File: config.mk
export PLATFORM = sky130hd
export DESIGN_NAME = nca_ctrl
export DESIGN_NICKNAME = d
export VERILOG_FILES = /design/src/rtl/nca_pkg.sv /design/src/rtl/nca_ctrl.sv
export SDC_FILE = /design/constraint.sdc
export NUM_CORES = 1
export LEC_CHECK = 0
export BUFFER_PORTS_ARGS = -buffer_cell sky130_fd_sc_hd__buf_4
export CAP_MARGIN = 25
export CORE_AREA = 8 8 45 47
export DETAILED_ROUTE_END_ITERATION = 6
export DIE_AREA = 0 0 53 55
export GPL_TIMING_DRIVEN = 0
export PLACE_DENSITY = 0.67
export SLEW_MARGIN = 0
export SYNTH_ARGS = -nofsm -noshare
export SYNTH_HDL_FRONTEND = slang
export SYNTH_SLANG_ARGS = --single-unit
File: constraint.sdc
create_clock -name clk -period 3 [get_ports clk]
set_input_delay 0.75 -clock clk [delete_from_list [all_inputs] [get_ports clk]]
set_output_delay 0.75 -clock clk [all_outputs]
set_load 0.03 [all_outputs]
File: src/rtl/nca_pkg.sv
package nca_pkg;

	localparam int COORD_BITS     = 24;
	localparam int CORE_IDX_BITS  = 6;
	localparam int DIFF_BITS      = COORD_BITS + 1;
	localparam int SQ_BITS        = 2 * DIFF_BITS;
	// Three squares of at most 2^48 each still fit in the 50-bit distance.
	localparam int DIST_BITS      = SQ_BITS;
	localparam int HIT_BITS       = 32;
	localparam int NV_BITS        = 7;
	localparam int APB_ADDR_BITS  = 3;
	localparam int APB_DATA_BITS  = 32;
	localparam int MAX_VOXELS_DEF = 64;
	localparam int COUNT_BITS_DEF = 32;

	localparam logic [NV_BITS-1:0] NV_RESET       = NV_BITS'(1);
	localparam logic [0:0]         REG_NUM_VOXELS = 1'b0;

	typedef enum logic [1:0] {
		ACT_LOAD     = 2'd0,
		ACT_CLASSIFY = 2'd1,
		ACT_CLEAR    = 2'd2
	} action_t;

	typedef struct packed {
		action_t                       action;
		logic [CORE_IDX_BITS-1:0]      core_index;
		logic signed [COORD_BITS-1:0]  coord_x;
		logic signed [COORD_BITS-1:0]  coord_y;
		logic signed [COORD_BITS-1:0]  coord_z;
	} item_t;

	typedef struct packed {
		logic [CORE_IDX_BITS-1:0] voxel_index;
		logic [DIST_BITS-1:0]     best_distance;
		logic [HIT_BITS-1:0]      hit_count;
	} result_t;

	typedef struct packed {
		logic accept;
		logic core_we;
		logic scan;
		logic cnt_rd;
		logic cnt_wr;
		logic sweep;
		logic emit_load;
		logic emit_zero;
		logic emit_hit;
	} dp_cmd_t;

	typedef struct packed {
		logic scan_end;
		logic sweep_end;
		logic scan_done;
	} dp_sts_t;

	typedef enum logic [6:0] {
		ST_IDLE   = 7'b0000001,
		ST_SCAN   = 7'b0000010,
		ST_DRAIN  = 7'b0000100,
		ST_CNT_RD = 7'b0001000,
		ST_CNT_WR = 7'b0010000,
		ST_CLEAR  = 7'b0100000,
		ST_INIT   = 7'b1000000
	} state_t;

endpackage

File: src/rtl/nca_ctrl.sv
module nca_ctrl
	import nca_pkg::*;
(
	input  logic    clk,
	input  logic    arst_n,
	input  logic    start,
	input  action_t action,
	input  dp_sts_t sts,
	output dp_cmd_t cmd,
	output logic    busy
);

	state_t state_q, state_d;

	always_comb begin
		cmd     = '0;
		state_d = state_q;
		case (state_q)
			ST_IDLE: begin
				if (start) begin
					cmd.accept = 1'b1;
					case (action)
						ACT_LOAD: begin
							cmd.core_we   = 1'b1;
							cmd.emit_load = 1'b1;
						end
						ACT_CLASSIFY: begin
							state_d = ST_SCAN;
						end
						ACT_CLEAR: begin
							state_d = ST_CLEAR;
						end
						default: begin
							cmd.emit_zero = 1'b1;
						end
					endcase
				end
			end
			ST_SCAN: begin
				cmd.scan = 1'b1;
				if (sts.scan_end) begin
					state_d = ST_DRAIN;
				end
			end
			ST_DRAIN: begin
				if (sts.scan_done) begin
					state_d = ST_CNT_RD;
				end
			end
			ST_CNT_RD: begin
				cmd.cnt_rd = 1'b1;
				state_d    = ST_CNT_WR;
			end
			ST_CNT_WR: begin
				cmd.cnt_wr   = 1'b1;
				cmd.emit_hit = 1'b1;
				state_d      = ST_IDLE;
			end
			ST_CLEAR: begin
				cmd.sweep = 1'b1;
				if (sts.sweep_end) begin
					cmd.emit_zero = 1'b1;
					state_d       = ST_IDLE;
				end
			end
			ST_INIT: begin
				// Same sweep as a clear transaction, but no result goes out.
				cmd.sweep = 1'b1;
				if (sts.sweep_end) begin
					state_d = ST_IDLE;
				end
			end
			default: begin
				state_d = ST_IDLE;
			end
		endcase
	end

	always_ff @(posedge clk or negedge arst_n) begin
		if (!arst_n) begin
			state_q <= ST_INIT;
		end else begin
			state_q <= state_d;
		end
	end

	assign busy = (state_q != ST_IDLE);

endmodule

* Word level (Yosys, flattened, before mapping)
Cells that the tools add are included.
** Storage, ports and cells
- Input port bits :: 8
- Flip-flop bits (word level) :: 7
- Word-level logic and storage cells :: 38
** Cells by class
- Reduce and logical (&&, ||, !) cells :: 4
- Equal/unequal tests :: 15
- Multiplexer cells :: 18
** Operator list (number)
- 7-bit one-hot mux with 5 select lines :: 1
- 7-bit two-way mux :: 4
- 7-bit one-hot mux with 2 select lines :: 1
- 1-bit two-way mux :: 8
- 7-bit by 1-bit equality test with 1-bit output, second input constant :: 1
- 7-bit by 2-bit equality test with 1-bit output, second input constant :: 1
- 7-bit by 3-bit equality test with 1-bit output, second input constant :: 1
- 7-bit by 4-bit equality test with 1-bit output, second input constant :: 1
- 7-bit by 5-bit equality test with 1-bit output, second input constant :: 1
- 7-bit by 6-bit equality test with 1-bit output, second input constant :: 1
- 7-bit equality test, second input constant :: 1
- 7-bit by 1-bit != test with 1-bit output, second input constant :: 1
- 2-bit two-way mux :: 3
- 2-bit != test, second input constant :: 3
- 5-bit AND reduction :: 1
- 3-bit by 1-bit != test with 1-bit output, second input constant :: 1
- 3-bit OR reduction :: 1
- 2-bit by 1-bit equality test with 1-bit output, second input constant :: 1
- 2-bit equality test, second input constant :: 1
- 2-bit zero test :: 1
- 2-bit by 1-bit != test with 1-bit output, second input constant :: 1
- 1-bit one-hot mux with 2 select lines :: 1
- 2-bit OR reduction :: 1

* Logic depth before layout (Yosys ltp)
- Depth after elaboration :: 5
- Mapped depth :: 6
- Mapped depth without buffers :: 5

* Worst setup path before layout
No wires, ideal clock.
- Path kind :: register -> output
- Start :: register state_q[2]
- End :: output port cmd[7] in the netlist's numbering
- Slack :: -0.022 ns
- Path buffers :: 2
- Cell stages (with the launch flop) :: 7
- Required time :: 2.250 ns
- Arrival :: 2.272 ns
- Path through :: dfrtp_1 -> buf_6 -> or4b_4 -> nor2_1 -> nand2_1 -> nor3_1 -> buf_4
** RTL lines
- start, declared :: line nca_ctrl.sv:13 : state_t state_q, state_d;
- start signal, assigned :: line nca_ctrl.sv:83 : state_q <= state_d;
- end, declared :: line nca_ctrl.sv:9 : output dp_cmd_t cmd,

==> run_results.csv <==
group,metric,value,unit
route,antenna_left,0,
synth,synth_top_cells_by_area,"dfrtp_1, dfstp_2, nor2_1",
setup_path,worst-setup-path-type,"reg2out",
power,p_leak,0.000382,uW
sta,max_clock_freq,364,MHz
power,vdd_drop_max,0.509,mV
synth,syn_avg_cell_area,9.27,sq um
route,viasPerCell,5.21,
route,drc_errors,0,
floorplan,die_h,55,um
synth,ys_warn_count,0,
setup_path,critPathMostFrequentCell,"buf_4",
setup_path,startpoint_type,"flop",
synth,synthCells,59,
layout,top_register,"state_q",
sta,finClkSkew,0.00142,ns
floorplan,fp.dieArea,0.00292,sq mm
cts,root_buffer,"clkbuf_4",
setup_path,timing.critical_path.from,"state_q[2]",
layout,n_antenna_cell,0,
sta,post-route-period-util,0.916,
route,dr.pass1.iters,2,
setup_path,crit_family,"simple AND/OR/NAND/NOR gates",
grt,grt_pass1_vias,498,
floorplan,io-pin-count,18,
min_path,hp-class,"in2async",
place,dp_hpwl,981,um
cts,h-tree-depth,1,
setup_path,r2r-start,"state_q[2]",
sta,min_period,2.75,ns
floorplan,initial_core_util,0.395,
cts,cts_tree,"built",
layout,layout.nets,89,
route,drt_iter0_markers,7,
setup_path,endpoint_kind,"output port",
layout,drive_gt1_frac,0.438,
sta,rsz0062_at_grt,"no",
synth,synthDistinctLibCells,32,
sta,setup_viol,0,
sta,finalHoldViolCount,0,
setup_path,critPathMaxFanout,9,
power,power.density,867,mW/mm^2
route,drt_wl_total,1.20,mm
layout,syn_to_final_growth,32.7,%
grt,grt_util_all_layers,0.0962,
grt,grt_max_degree,11,
layout,largestRegisters,"state_q (7)",
route,wl_per_cell,12.5,um
run,maxCapViolCount,0,
synth,ys_ff_latch,7,
cts,clk_pin_slew,0.05,ns
synth,yosysTopAreaCell,"dfrtp_1",
setup_path,worst-path-buf-inv,3,
cts,clockBufferDepth,2,
setup_path,cp_cell_sequence,"buf_6 > or4b_4 > nor2_1 > nand2_1 > nor3_2 > buf_4 > buf_4",
setup_path,cp.arrival,2.00,ns
floorplan,fp.dieW,53,um
cts,clock_sinks,7,
sta,worst_pin_slew,0.399,ns
grt,antenna_found_initial,0,
sta,fin_tns_setup,0,ns
cts,cts_buffers,3,
setup_path,required,2.25,ns
layout,utilization,0.524,
cts,cts_setup_buffers,0,
setup_path,critPathSlowestCell,"or4b_4",
floorplan,core,0.00138,sq mm
place,place.gp.congestion,0.742,
place,portBuffers,17,
layout,largest_reg_flops,7,
sta,fin_ws,0.253,ns
cts,clock_latency,0.24,ns
place,dpl_worst_slack,0.501,ns
run_status,status,"finished clean",
setup_path,critPathMaxStageDelay,0.54,ns
grt,grt_pass1_wl,2.07,mm
floorplan,std_cell_rows,14,
synth,synth_top_area_frac,0.275,
synth,netlist_area,547,sq um
cts,hold_buffers,0,
route,vias,500,
synth,ys_seq_area_frac,0.323,
sta,whs,0.305,ns
sta,maxSlewHeadroom,0.732,
cts,post_cts_resized,0,
sta,slew_violations,0,
synth,synth_nets,67,
grt,grt.overflow.total,0,
[power breakdown]
part | switching [uW] | internal, uW | total (uW)
Sequential | 29.3 | 119 | 149
Clock | 30.3 | 50.5 | 80.8
Combinational | 216 | 183 | 400
Total | 276 | 353 | 629
[final timing paths]
| kind | end | depth (start not counted) | slack [ns] |
|---|---|---|---|
| max in group asynchronous | state_q[6] | 1 | 2.49 |
| max | cmd[7] | 7 | 0.25 |
| min in group clk | state_q[6] | 1 | 0.55 |
| max reg2reg | state_q[5] | 5 | 1.12 |
| min | state_q[2] | 1 | 0.31 |
| min reg2reg | state_q[6] | 1 | 0.55 |
[cells by family (layout without fill, tap and decap cells)]
logic type | Yosys count | after routing | share of synthesized area
xor+xnor | 3 | 3 | 0.0481
mux | 1 | 1 | 0.0275
simple gates | 32 | 32 | 0.384
compound gates | 8 | 8 | 0.130
buf+inv | 8 | 29 | 0.0869
flops | 7 | 7 | 0.323
[layout make-up]
| class | count | area [sq um] |
|---|---|---|
| plain buffers | 5 | 36.3 |
| clock buffers | 4 | 26.3 |
| fillers | 134 | 658 |
| inverters | 3 | 11.3 |
| multi-input cells | 44 | 328 |
| flip-flops and latches | 7 | 176 |
| well taps | 16 | 20.0 |
| repair buffers | 17 | 128 |
[layer usage]
layer	track usage	up-vias	wire length [um]
met1	0.0943	228	483
li1	-	255	-
met3	0.0348	2	104
met5	0	-	0
met4	0.0905	0	21
met2	0.156	15	592
[worst reg2reg max path, delay by kind of cell (launching register included)]
kind	cells	cell delay (ns)
buf+inv	1	0.13
flops	1	0.36
mux	1	0.30
simple gates	3	0.97
[through the flow]
stage	total power (uW)	area, sq um	instances
after detailed placement	550	699	92
after global placement	550	699	92
after CTS	638	726	96
after global routing	682	726	96
final	629	726	96
after floorplan	450	552	59
[placed cells by master, fill, tap and decap left out, types with 3 or more instances in the layout]
master,count
clkbuf_4,3
nand2_1,4
and3_1,3
nor2_1,6
inv_1,3
dfrtp_1,6
buf_4,19
nor3_1,3
[cells in the mapped netlist, drive strengths merged]
cell,number
dfrtp,6
nor2,6
buf,5
nor3,5
nand2,4
and3,3
inv,3
nor4,3
or4b,3
nor4b,2
o21ai,2
or3,2
xor2,2
a211oi,1
a21o,1
and2b,1
and4bb,1
dfstp,1
mux2,1
nand2b,1
nand3b,1
o211a,1
o21bai,1
o22a,1
o22ai,1
xnor2,1
No activity file was read; power rests on OpenSTA's default activity.
